`config.mk`:
```
export PLATFORM = sky130hd
export DESIGN_NAME = bilinear_texel_address_gen_unit
export DESIGN_NICKNAME = d
export VERILOG_FILES = /design/src/rtl/btag_pkg.sv /design/src/rtl/bilinear_texel_address_gen_unit.sv /design/src/rtl/btag_axis.sv /design/src/rtl/btag_index.sv
export SDC_FILE = /design/constraint.sdc
export NUM_CORES = 2
export LEC_CHECK = 0
export BUFFER_PORTS_ARGS = -buffer_cell sky130_fd_sc_hd__buf_2
export CAP_MARGIN = 20
export CORE_UTILIZATION = 25
export DETAILED_ROUTE_END_ITERATION = 16
export PLACE_DENSITY = 0.38
export RECOVER_POWER = 100
export SLEW_MARGIN = 20
export SYNTH_ARGS = -nofsm -noshare
export SYNTH_HDL_FRONTEND = slang
export SYNTH_SLANG_ARGS = --single-unit
```
`constraint.sdc`:
```
create_clock -name clk -period 6.5 [get_ports clk]
set_input_delay 0.325 -clock clk [delete_from_list [all_inputs] [get_ports clk]]
set_output_delay 0.325 -clock clk [all_outputs]
set_load 0.005 [all_outputs]
```
`src/rtl/btag_pkg.sv`:
```
// Shared types and constants for the bilinear texel address generator.
// Used by btag_axis, btag_index and bilinear_texel_address_gen_unit; no dependencies.
package btag_pkg;

  localparam int FRAC_BITS = 16;
  localparam int COORD_W   = 20;
  localparam int CLAMP_W   = FRAC_BITS + 1;
  localparam int DIM_W     = 13;
  localparam int STRIDE_W  = 3;
  localparam int ROW_W     = DIM_W + STRIDE_W;
  localparam int PROD_W    = CLAMP_W + DIM_W;
  localparam int INDEX_W   = 26;
  localparam int WEIGHT_W  = FRAC_BITS + 1;
  localparam int CFG_IDX_W = 2;

  localparam logic [DIM_W-1:0]     MAX_DIM = 13'd4096;
  localparam logic [CLAMP_W-1:0]   ONE     = CLAMP_W'(1) << FRAC_BITS;
  localparam logic [FRAC_BITS-1:0] HALF    = FRAC_BITS'(1) << (FRAC_BITS - 1);

  // Configuration register indexes
  localparam logic [CFG_IDX_W-1:0] REG_IMAGE_WIDTH  = 2'd0;
  localparam logic [CFG_IDX_W-1:0] REG_IMAGE_HEIGHT = 2'd1;
  localparam logic [CFG_IDX_W-1:0] REG_PIXEL_STRIDE = 2'd2;

  localparam logic [DIM_W-1:0]    RESET_WIDTH  = 13'd256;
  localparam logic [DIM_W-1:0]    RESET_HEIGHT = 13'd256;
  localparam logic [STRIDE_W-1:0] RESET_STRIDE = 3'd4;

  typedef enum logic [1:0] {
    DIR_NONE = 2'd0,
    DIR_LOW  = 2'd1,
    DIR_HIGH = 2'd2
  } dir_t;

  typedef struct packed {
    logic [DIM_W-1:0]    pixel;
    dir_t                dir;
    logic [WEIGHT_W-1:0] weight;
  } axis_res_t;

  typedef struct packed {
    logic clamp;
    logic prod;
    logic res;
  } axis_adv_t;

  typedef struct packed {
    logic main;
    logic out;
  } index_adv_t;

endpackage

```
`src/rtl/bilinear_texel_address_gen_unit.sv`:
```
// Top level of the bilinear texel address generator: configuration registers,
// pipeline valid/ready control and assertions. Depends on btag_pkg, btag_axis, btag_index.
//
// Usage:
//   Input channel (in_valid/in_ready, coord_s, coord_t) takes one signed Q.16
//   coordinate pair per item. Output channel (out_valid/out_ready) returns the
//   main, s, t and diagonal neighbor element indexes and the per-axis weights.
//   Configuration channel (cfg_valid/cfg_ready, cfg_index, cfg_data) writes
//   image_width (0), image_height (1) and pixel_stride (2); cfg_ready is always
//   high and other indexes are dropped. Write configuration only while no items
//   are in flight.
// Timing:
//   Five register stages: clamp, scale multiply, axis resolve, row/column
//   multiply-add, neighbor adders. One item per cycle is sustained while
//   out_ready stays high.
// Reset (rst, synchronous): empties the pipeline and loads width 256,
//   height 256, stride 4.
// Stall: when out_ready is low a full stage holds only if the one after it holds;
//   empty stages still advance, so in_ready drops only once all five are full.
module bilinear_texel_address_gen_unit (
  input  logic                                clk,
  input  logic                                rst,
  input  logic                                in_valid,
  output logic                                in_ready,
  input  logic signed [btag_pkg::COORD_W-1:0] coord_s,
  input  logic signed [btag_pkg::COORD_W-1:0] coord_t,
  output logic                                out_valid,
  input  logic                                out_ready,
  output logic [btag_pkg::INDEX_W-1:0]        main_index,
  output logic [btag_pkg::INDEX_W-1:0]        s_neighbor_index,
  output logic [btag_pkg::INDEX_W-1:0]        t_neighbor_index,
  output logic [btag_pkg::INDEX_W-1:0]        diag_neighbor_index,
  output logic [btag_pkg::WEIGHT_W-1:0]       weight_s,
  output logic [btag_pkg::WEIGHT_W-1:0]       weight_t,
  input  logic                                cfg_valid,
  output logic                                cfg_ready,
  input  logic [btag_pkg::CFG_IDX_W-1:0]      cfg_index,
  input  logic [btag_pkg::DIM_W-1:0]          cfg_data
);
  import btag_pkg::*;

  localparam int NSTAGE = 5;

  logic [DIM_W-1:0]    image_width;
  logic [DIM_W-1:0]    image_height;
  logic [STRIDE_W-1:0] pixel_stride;
  logic [DIM_W-1:0]    width_sat;
  logic [DIM_W-1:0]    height_sat;
  logic [ROW_W-1:0]    row;

  logic [NSTAGE-1:0]   stage_valid;
  logic [NSTAGE-1:0]   stage_ready;

  axis_adv_t           axis_adv;
  index_adv_t          index_adv;
  axis_res_t           res_s;
  axis_res_t           res_t;

  assign cfg_ready = 1'b1;

  // Configuration registers, written whole; unknown indexes are dropped.
  always_ff @(posedge clk) begin
    if (rst) begin
      image_width  <= RESET_WIDTH;
      image_height <= RESET_HEIGHT;
      pixel_stride <= RESET_STRIDE;
    end else if (cfg_valid && cfg_ready) begin
      case (cfg_index)
        REG_IMAGE_WIDTH:  image_width  <= cfg_data;
        REG_IMAGE_HEIGHT: image_height <= cfg_data;
        REG_PIXEL_STRIDE: pixel_stride <= cfg_data[STRIDE_W-1:0];
        default: ;
      endcase
    end
  end

  // A zero dimension acts as one; anything above the maximum saturates.
  always_comb begin
    if (image_width == '0)         width_sat = DIM_W'(1);
    else if (image_width > MAX_DIM) width_sat = MAX_DIM;
    else                            width_sat = image_width;
    if (image_height == '0)         height_sat = DIM_W'(1);
    else if (image_height > MAX_DIM) height_sat = MAX_DIM;
    else                             height_sat = image_height;
  end

  // Row pitch in elements; settles well before any item reaches the index stage.
  always_ff @(posedge clk) begin
    row <= ROW_W'(pixel_stride) * ROW_W'(width_sat);
  end

  // Ready ripples back from the output: a stage may load when it is empty
  // or when the stage after it is loading too.
  always_comb begin
    stage_ready[NSTAGE-1] = !stage_valid[NSTAGE-1] || out_ready;
    for (int k = NSTAGE - 2; k >= 0; k--) begin
      stage_ready[k] = !stage_valid[k] || stage_ready[k+1];
    end
  end

  assign in_ready  = stage_ready[0];
  assign out_valid = stage_valid[NSTAGE-1];

  always_ff @(posedge clk) begin
    if (rst) begin
      stage_valid <= '0;
    end else begin
      if (stage_ready[0]) stage_valid[0] <= in_valid;
      for (int k = 1; k < NSTAGE; k++) begin
        if (stage_ready[k]) stage_valid[k] <= stage_valid[k-1];
      end
    end
  end

  always_comb begin
    axis_adv.clamp = stage_ready[0];
    axis_adv.prod  = stage_ready[1];
    axis_adv.res   = stage_ready[2];
    index_adv.main = stage_ready[3];
    index_adv.out  = stage_ready[4];
  end

  btag_axis u_axis_s (
    .clk   (clk),
    .adv   (axis_adv),
    .coord (coord_s),
    .dim   (width_sat),
    .res   (res_s)
  );

  btag_axis u_axis_t (
    .clk   (clk),
    .adv   (axis_adv),
    .coord (coord_t),
    .dim   (height_sat),
    .res   (res_t)
  );

  btag_index u_index (
    .clk                 (clk),
    .adv                 (index_adv),
    .res_s               (res_s),
    .res_t               (res_t),
    .stride              (pixel_stride),
    .row                 (row),
    .main_index          (main_index),
    .s_neighbor_index    (s_neighbor_index),
    .t_neighbor_index    (t_neighbor_index),
    .diag_neighbor_index (diag_neighbor_index),
    .weight_s            (weight_s),
    .weight_t            (weight_t)
  );

  // Input backs up only when the whole pipeline is full and the output stalls.
  a_full_stall: assert property (@(posedge clk) disable iff (rst)
    !in_ready |-> (stage_valid == '1) && !out_ready)
    else $error("input stalled while pipeline has room");

  // Weights stay between one half and one.
  a_weight_range: assert property (@(posedge clk) disable iff (rst)
    out_valid |-> (weight_s >= 17'd32768) && (weight_s <= 17'd65536)
               && (weight_t >= 17'd32768) && (weight_t <= 17'd65536))
    else $error("weight out of range");

  // Diagonal offset is the sum of the s and t offsets.
  a_diag_sum: assert property (@(posedge clk) disable iff (rst)
    out_valid |-> INDEX_W'(diag_neighbor_index + main_index)
               == INDEX_W'(s_neighbor_index + t_neighbor_index))
    else $error("diagonal neighbor inconsistent with s and t neighbors");

  // An item entering shows up in the first stage on the next cycle.
  a_enter: assert property (@(posedge clk) disable iff (rst)
    in_valid && in_ready |=> stage_valid[0])
    else $error("accepted item lost at pipeline entry");

endmodule

```
`src/rtl/btag_axis.sv`:
```
// One coordinate axis: clamp, scale by dimension, resolve pixel, neighbor side and weight.
// Three register stages; depends on btag_pkg.
module btag_axis (
  input  logic                            clk,
  input  btag_pkg::axis_adv_t             adv,
  input  logic signed [btag_pkg::COORD_W-1:0] coord,
  input  logic [btag_pkg::DIM_W-1:0]      dim,
  output btag_pkg::axis_res_t             res
);
  import btag_pkg::*;

  localparam int Q_W = PROD_W - FRAC_BITS;

  logic [CLAMP_W-1:0]   clamped;
  logic [CLAMP_W-1:0]   clamped_next;
  logic [PROD_W-1:0]    prod;
  logic [Q_W-1:0]       q;
  logic [FRAC_BITS-1:0] f;
  logic [FRAC_BITS-1:0] center_dist;
  axis_res_t            res_next;

  always_comb begin
    if (coord[COORD_W-1]) begin
      clamped_next = '0;
    end else if (coord[COORD_W-2:0] > (COORD_W-1)'(ONE)) begin
      clamped_next = ONE;
    end else begin
      clamped_next = coord[CLAMP_W-1:0];
    end
  end

  always_comb begin
    q    = prod[PROD_W-1:FRAC_BITS];
    f    = prod[FRAC_BITS-1:0];
    center_dist = (f >= HALF) ? (f - HALF) : (HALF - f);
    res_next.weight = ONE - {1'b0, center_dist};
    if (q >= Q_W'(dim)) begin
      res_next.pixel = dim - DIM_W'(1);
    end else begin
      res_next.pixel = q[DIM_W-1:0];
    end
    if (res_next.pixel != '0 && f < HALF) begin
      res_next.dir = DIR_LOW;
    end else if ((Q_W'(res_next.pixel) + Q_W'(1)) < Q_W'(dim) && f > HALF) begin
      res_next.dir = DIR_HIGH;
    end else begin
      res_next.dir = DIR_NONE;
    end
  end

  always_ff @(posedge clk) begin
    if (adv.clamp) clamped <= clamped_next;
    if (adv.prod)  prod    <= PROD_W'(clamped) * PROD_W'(dim);
    if (adv.res)   res     <= res_next;
  end

endmodule

```
`src/rtl/btag_index.sv`:
```
// Element index stages: main texel index, then the three neighbor indexes.
// Two register stages; depends on btag_pkg.
module btag_index (
  input  logic                          clk,
  input  btag_pkg::index_adv_t          adv,
  input  btag_pkg::axis_res_t           res_s,
  input  btag_pkg::axis_res_t           res_t,
  input  logic [btag_pkg::STRIDE_W-1:0] stride,
  input  logic [btag_pkg::ROW_W-1:0]    row,
  output logic [btag_pkg::INDEX_W-1:0]  main_index,
  output logic [btag_pkg::INDEX_W-1:0]  s_neighbor_index,
  output logic [btag_pkg::INDEX_W-1:0]  t_neighbor_index,
  output logic [btag_pkg::INDEX_W-1:0]  diag_neighbor_index,
  output logic [btag_pkg::WEIGHT_W-1:0] weight_s,
  output logic [btag_pkg::WEIGHT_W-1:0] weight_t
);
  import btag_pkg::*;

  localparam int ROWOFF_W = DIM_W + ROW_W;

  logic [ROWOFF_W-1:0] row_off;
  logic [ROW_W-1:0]    col_off;
  logic [INDEX_W-1:0]  main_q;
  dir_t                dir_s;
  dir_t                dir_t_q;
  logic [WEIGHT_W-1:0] w_s;
  logic [WEIGHT_W-1:0] w_t;
  logic [INDEX_W-1:0]  s_off;
  logic [INDEX_W-1:0]  t_off;

  always_comb begin
    row_off = ROWOFF_W'(res_t.pixel) * ROWOFF_W'(row);
    col_off = ROW_W'(res_s.pixel) * ROW_W'(stride);
  end

  always_comb begin
    case (dir_s)
      DIR_LOW:  s_off = -INDEX_W'(stride);
      DIR_HIGH: s_off = INDEX_W'(stride);
      default:  s_off = '0;
    endcase
    case (dir_t_q)
      DIR_LOW:  t_off = -INDEX_W'(row);
      DIR_HIGH: t_off = INDEX_W'(row);
      default:  t_off = '0;
    endcase
  end

  always_ff @(posedge clk) begin
    if (adv.main) begin
      main_q  <= INDEX_W'(row_off + ROWOFF_W'(col_off));
      dir_s   <= res_s.dir;
      dir_t_q <= res_t.dir;
      w_s     <= res_s.weight;
      w_t     <= res_t.weight;
    end
    if (adv.out) begin
      main_index          <= main_q;
      s_neighbor_index    <= main_q + s_off;
      t_neighbor_index    <= main_q + t_off;
      diag_neighbor_index <= main_q + t_off + s_off;
      weight_s            <= w_s;
      weight_t            <= w_t;
    end
  end

endmodule

```
* After elaboration in Yosys (flattened, before gate mapping)
Cells that the tools add are included.
** Cells by class
- Add/subtract/negate cells :: 16
- Multiply operators :: 5
- Order comparisons :: 14
- Eq/ne operators :: 6
- Multiplexer cells :: 14
- Reduce and logical (&&, ||, !) cells :: 24
** Operators by type and width (number)
- case mux 26 bit (2 select lines) :: 2
- adder 26 bit :: 3
- 2-to-1 mux 13 bit :: 6
- multiplier 17 x 13 -> 30 bit :: 2
- greater-than comparator 19 x 17 -> 1 bit (second input constant) :: 2
- 2-to-1 mux 17 bit :: 2
- subtractor 17 x 16 -> 17 bit (first input constant) :: 2
- >= comparator 16 bit (second input constant) :: 2
- greater-than comparator 16 bit (second input constant) :: 2
- < comparator 16 bit (second input constant) :: 2
- 2-to-1 mux 16 bit :: 2
- subtractor 16 bit (first input constant) :: 2
- subtractor 16 bit (second input constant) :: 2
- adder 13 x 1 -> 14 bit (second input constant) :: 2
- >= comparator 14 x 13 -> 1 bit :: 2
- < comparator 14 x 13 -> 1 bit :: 2
- adder 26 x 16 -> 26 bit :: 1
- greater-than comparator 13 bit (second input constant) :: 2
- zero test 13 bit :: 2
- multiplier 13 x 16 -> 26 bit :: 1
- negation 16 -> 26 bit :: 1
- negation 3 -> 26 bit :: 1
- nonzero test 13 bit :: 2
- subtractor 13 x 1 -> 13 bit (second input constant) :: 2
- other kinds (11) :: 30
** Word-level totals
- Flip-flop bits (word level) :: 410
- Input port bits :: 60
- Output and inout bits :: 141
- Logic and storage cells :: 111

* Depth between registers and ports, before layout
- Word-level depth :: 9
- Gate-level depth with buffers :: 30
- Mapped depth without buffers :: 27

* By module
A second synthesis with hierarchy kept.
** Unflattened totals
- Cells, all modules :: 4619
- Area total of the unflattened synthesis :: 44732.9 um2
** By module, submodules not included
- btag_index :: instances 1, cells each 1692, area each 18082.3 um2, seq. area each 6065.8 um2
- btag_axis at u_axis_t :: instances 1, cells each 1283, area each 11901.4 um2, seq. area each 2372.3 um2
- btag_axis at u_axis_s :: instances 1, cells each 1277, area each 11858.9 um2, seq. area each 2372.3 um2
- bilinear_texel_address_gen_unit :: instances 1, cells each 367, area each 2890.3 um2, seq. area each 1001.0 um2

* Worst setup path after synthesis
No wires, ideal clock.
- Kind :: register -> register
- From :: reg image_height[7]
- To :: reg u_axis_t.prod[29] (data pin)
- Library setup time :: 0.260 ns
- Arrival time :: 6.651 ns
- Required time :: 6.240 ns
- Path slack :: -0.411 ns
- Stages on the path, launching flop included :: 24
- Path buffers :: 2
- Period minus slack after synthesis :: 6.911 ns
- Path through :: dfxtp_1 -> or4_1 -> nor4_1 -> a21oi_1 -> nor2_1 -> clkbuf_1 -> buf_1 -> nand2_1 -> fa_1 -> inv_1 -> fa_1 -> fa_1 -> inv_1 -> fa_1 -> inv_1 -> ha_1 -> a21o_1 -> a21o_1 -> a2111oi_0 -> a21oi_1 -> a2111oi_0 -> o311ai_0 -> a21oi_1 -> xnor2_1
** On the way
- Word-level cells in the longest chain between the ends :: 4
- Elaborated cells on any way between the ends :: 5
- Classes of those cells :: mul: 1; order compare: 1; mux: 2; reduce/logical: 1
** RTL lines
- start, declared :: RTL line bilinear_texel_address_gen_unit.sv:45 : logic [DIM_W-1:0] image_height;
- start signal, assigned :: RTL line bilinear_texel_address_gen_unit.sv:70 : REG_IMAGE_HEIGHT: image_height <= cfg_data;
- greater-than comparator 13 bit :: RTL line bilinear_texel_address_gen_unit.sv:83 : else if (image_height > MAX_DIM) height_sat = MAX_DIM;
- 2-to-1 mux 13 bit :: RTL line bilinear_texel_address_gen_unit.sv:83
- 2-to-1 mux 13 bit (*) :: RTL line bilinear_texel_address_gen_unit.sv:82 : if (image_height == '0) height_sat = DIM_W'(1);
- multiplier 17 x 13 -> 30 bit (*) :: RTL line btag_axis.sv:53 : if (adv.prod) prod <= PROD_W'(clamped) * PROD_W'(dim);
- end signal, assigned :: RTL line btag_axis.sv:53
- end, declared :: RTL line btag_axis.sv:16 : logic [PROD_W-1:0] prod;
Every way passes the cells marked *; elsewhere a longest branch is shown, timed or not.
A chain may end at the register's enable or synchronous reset.

* Worst setup path after layout
- From :: reg u_axis_t.res[21] (netlist bit)
- To :: reg u_index.main_q[24] (data pin)
** On the way
- Word-level cells in the longest chain between the ends :: 2
** RTL lines
- start, declared :: RTL line btag_axis.sv:8 : output btag_pkg::axis_res_t res
- start signal, assigned :: RTL line btag_axis.sv:54 : if (adv.res) res <= res_next;
- multiplier 13 x 16 -> 26 bit :: RTL line btag_index.sv:32 : row_off = ROWOFF_W'(res_t.pixel) * ROWOFF_W'(row);
- adder 26 x 16 -> 26 bit :: RTL line btag_index.sv:51 : main_q <= INDEX_W'(row_off + ROWOFF_W'(col_off));
- end signal, assigned :: RTL line btag_index.sv:51
- end, declared :: RTL line btag_index.sv:23 : logic [INDEX_W-1:0] main_q;
Every way passes these cells.

==> flow_metrics.tcl <==
set metrics [dict create \
    status "complete, but fails checks" \
    violations "capacitance limit, slew limit" \
    first_iter_violations 1436 \
    synth-xor-area-share 0.0459 \
    htreeDepth 2 \
    critical_path_class "reg -> reg" \
    grt_max_degree 134 \
    worst_pin_slew_ps 4240 \
    wl_per_cell_microns 17.8 \
    drc 0 \
    min_period_ps 6250 \
    synth_compound_area_frac 0.0836 \
    overflow 0 \
    yosys_warnings 0 \
    yosys_most_used_dff "edfxtp_1" \
    max_cap_viol_count 6 \
    cts_buffers 53 \
    final_common_cell "inv_1" \
    final.period_utilization 0.962 \
    ys_seq_area_frac 0.267 \
    antenna_found_initial 5 \
    cts_tree "yes" \
    core_area_sq_mm 0.175 \
    worstPathRequired_ps 6870 \
    fin_ws_ps 248 \
    gp_congestion 0.814 \
    power.density_mw_per_mm2 286 \
    syn_area_per_cell_sq_um 9.64 \
    slew_violations 344 \
    slew_headroom -1.82 \
    yosys.area_share.adder 0.352 \
    yosys-top-cells-area "edfxtp_1, fa_1, ha_1, inv_1, nand2_1" \
    power.leakage_nw 24.5 \
    endpoint_kind "flip-flop" \
    synth_area_sq_mm 0.0442 \
    p_total_mw 14.8 \
    grt_pass1_wl_mm 205 \
    cp.arrival_ps 6620 \
    routed_wirelength_mm 131 \
    dp_slack_ps 11.3 \
    synth-seq-cells 410 \
    area_delta_synth_final_pct 17.0 \
    drive_gt1_frac 0.0950 \
    syn_inst 4585 \
    synth-async-reset-ratio 0 \
    vias_per_cell 4.40 \
    synthMuxAreaShare 0.00891 \
    dieHeight_microns 423 \
    hold_class "in -> reg" \
    syn_nets 5570 \
    fin_skew_ps 65.4 \
    grt_usage 0.147 \
    initial_core_util 0.253 \
    clock_latency_ps 680 \
    port_buffers 199 \
    timing.setup.tns_ps 0 \
    fp-row-count 153 \
    vias 32284 \
    clk_pin_slew_ps 60 \
    cts_buffer_depth 3 \
    grt_pass1_vias 34468 \
    ant_nets 0 \
    place_hpwl_mm 106 \
    final_cell_mix "inv_1, nand2_1, fa_1, ha_1, edfxtp_1" \
    first_pass_iters 5 \
    yosysTopAreaCellShare 0.244 \
    yosys.area_share.simple 0.160 \
    nNetsFinal 5954 \
    ys_types 82 \
    vdd_ir_drop_max_mv 0.284 \
    worstPathMaxFanout 8 \
    cts_num_sinks 410 \
    setup_viol 0 \
    max_freq_mhz 160 \
    synth_top_area_cell "edfxtp_1" \
    hold_violations 0 \
    synth_edf_count 360 \
    ios 201 \
    synth_top_family_by_area "adder cells" \
    fp.dieArea_sq_mm 0.179 \
    clock-root-buffer "clkbuf_16" \
    cp-start-kind "flip-flop" \
    die_x_microns 423 \
]
cell usage after synthesis (all sizes together) (5+ instances only):
| master | count |
|---|---|
| nor3 | 53 |
| nand3b | 8 |
| o21a | 24 |
| a22oi | 5 |
| nor2 | 157 |
| nor2b | 52 |
| mux2i | 27 |
| nand3 | 46 |
| o21bai | 13 |
| clkbuf | 171 |
| a41o | 5 |
| xnor2 | 171 |
| fa | 533 |
| nand4 | 22 |
| or4 | 14 |
| edfxtp | 360 |
| nor3b | 12 |
| nor4b | 6 |
| mux2 | 11 |
| o21ai | 127 |
| xor2 | 60 |
| and3 | 39 |
| or2 | 11 |
| a41oi | 7 |
| and2 | 314 |
| nor4 | 25 |
| a2111oi | 8 |
| o2111ai | 5 |
| o31ai | 20 |
| inv | 781 |
| nand2b | 34 |
| a21o | 92 |
| or3 | 34 |
| a211oi | 14 |
| a21boi | 5 |
| dfxtp | 50 |
| nand2 | 594 |
| ha | 392 |
| a21oi | 181 |
| a31oi | 18 |
| o211ai | 15 |
| buf | 14 |
flip-flops by register name, indices dropped and copies added, names as in the netlist, 16 cells and up:
name and cells:
u_index.s_neighbor_index 26, u_index.w_s 17, u_index.w_t 17, u_axis_t.res 32, u_index.diag_neighbor_index 26, u_axis_s.res 32, u_axis_t.clamped 17, u_index.weight_t 17
row 16, u_index.main_q 26, u_axis_s.prod 30, u_axis_t.prod 30, u_index.t_neighbor_index 26, u_axis_s.clamped 17, u_index.weight_s 17, u_index.main_index 26
through the flow:
stage | hold WS [ps] | cells | utilization | area (sq um)
CTS | 13.5 | 7327 | 0.297 | 51800
global route | 40.3 | 7338 | 0.296 | 51700
floorplan | 400 | 4585 | - | 44200
global placement | 404 | 7182 | 0.284 | 49600
detailed placement | 405 | 7182 | 0.284 | 49600
finish | 48.6 | 7338 | 0.296 | 51700
what timing repair did:
action / in CTS / in global routing
pin swaps: 1 / 12
setup endpoints to repair: 2 / 20
gates resized for setup: 3 / 47
hold buffers: 48 / 0
hold endpoints to repair: 63 / 0
setup buffers: 0 / 9
worst paths after layout:
kind,startpoint,endpoint,slack (ps),cells past startpoint
worst max register to register,u_axis_t.res[21],u_index.main_q[24],250,21
worst max-delay path,u_axis_t.res[21],u_index.main_q[24],250,21
worst min register to register,u_axis_t.res[1],u_index.w_t[1],410,0
worst min-delay path,coord_t[16],u_axis_t.clamped[16],50,3
cell families after synthesis:
group / count (synthesis)
and+or+nand+nor: 1432
buffers and inverters: 966
adders and majority gates: 925
AOI/OAI and AO/OA: 582
DFF: 410
xor gates and xnor gates: 231
muxes: 38
other: 1
layout make-up:
class                           instances  area (sq um)
Sequential cell                       410         11800
Clock inverter                         27           320
Multi-Input combinational cell       3209         28900
Fill cell                           18396        123000
Timing Repair Buffer                  514          3440
Inverter                              781          2930
Antenna cell                            2          5.00
Tap cell                             2325          2910
Clock buffer                           70          1420
metal layers:
layer | vias up | part of all wire | GRT usage
met5 | - | 0.00037 | 0
met4 | 6 | 0.017 | 0.0284
met3 | 118 | 0.029 | 0.0174
met2 | 425 | 0.48 | 0.253
met1 | 16128 | 0.47 | 0.197
li1 | 15607 | - | -
critical path, stage by stage, from the launching register on:
cell	delay [ps]
edfxtp_1	560
buf_6	190
nand2_1	80
fa_1	530
inv_1	50
fa_1	470
inv_1	50
fa_1	510
fa_1	450
fa_1	520
fa_1	540
inv_1	40
ha_1	340
nand2_1	110
nor2_1	70
and3_1	170
nand3_1	110
a31oi_1	120
or4_4	530
a41o_1	240
a21oi_1	160
xnor2_1	80
where the power goes:
group	switching (mW)	total [mW]	internal (mW)
combinational	4.25	7.47	3.22
clock	1.25	2.99	1.74
sequential	0.421	4.36	3.94
total	5.92	14.8	8.90
(Power assumes the default switching activity.)
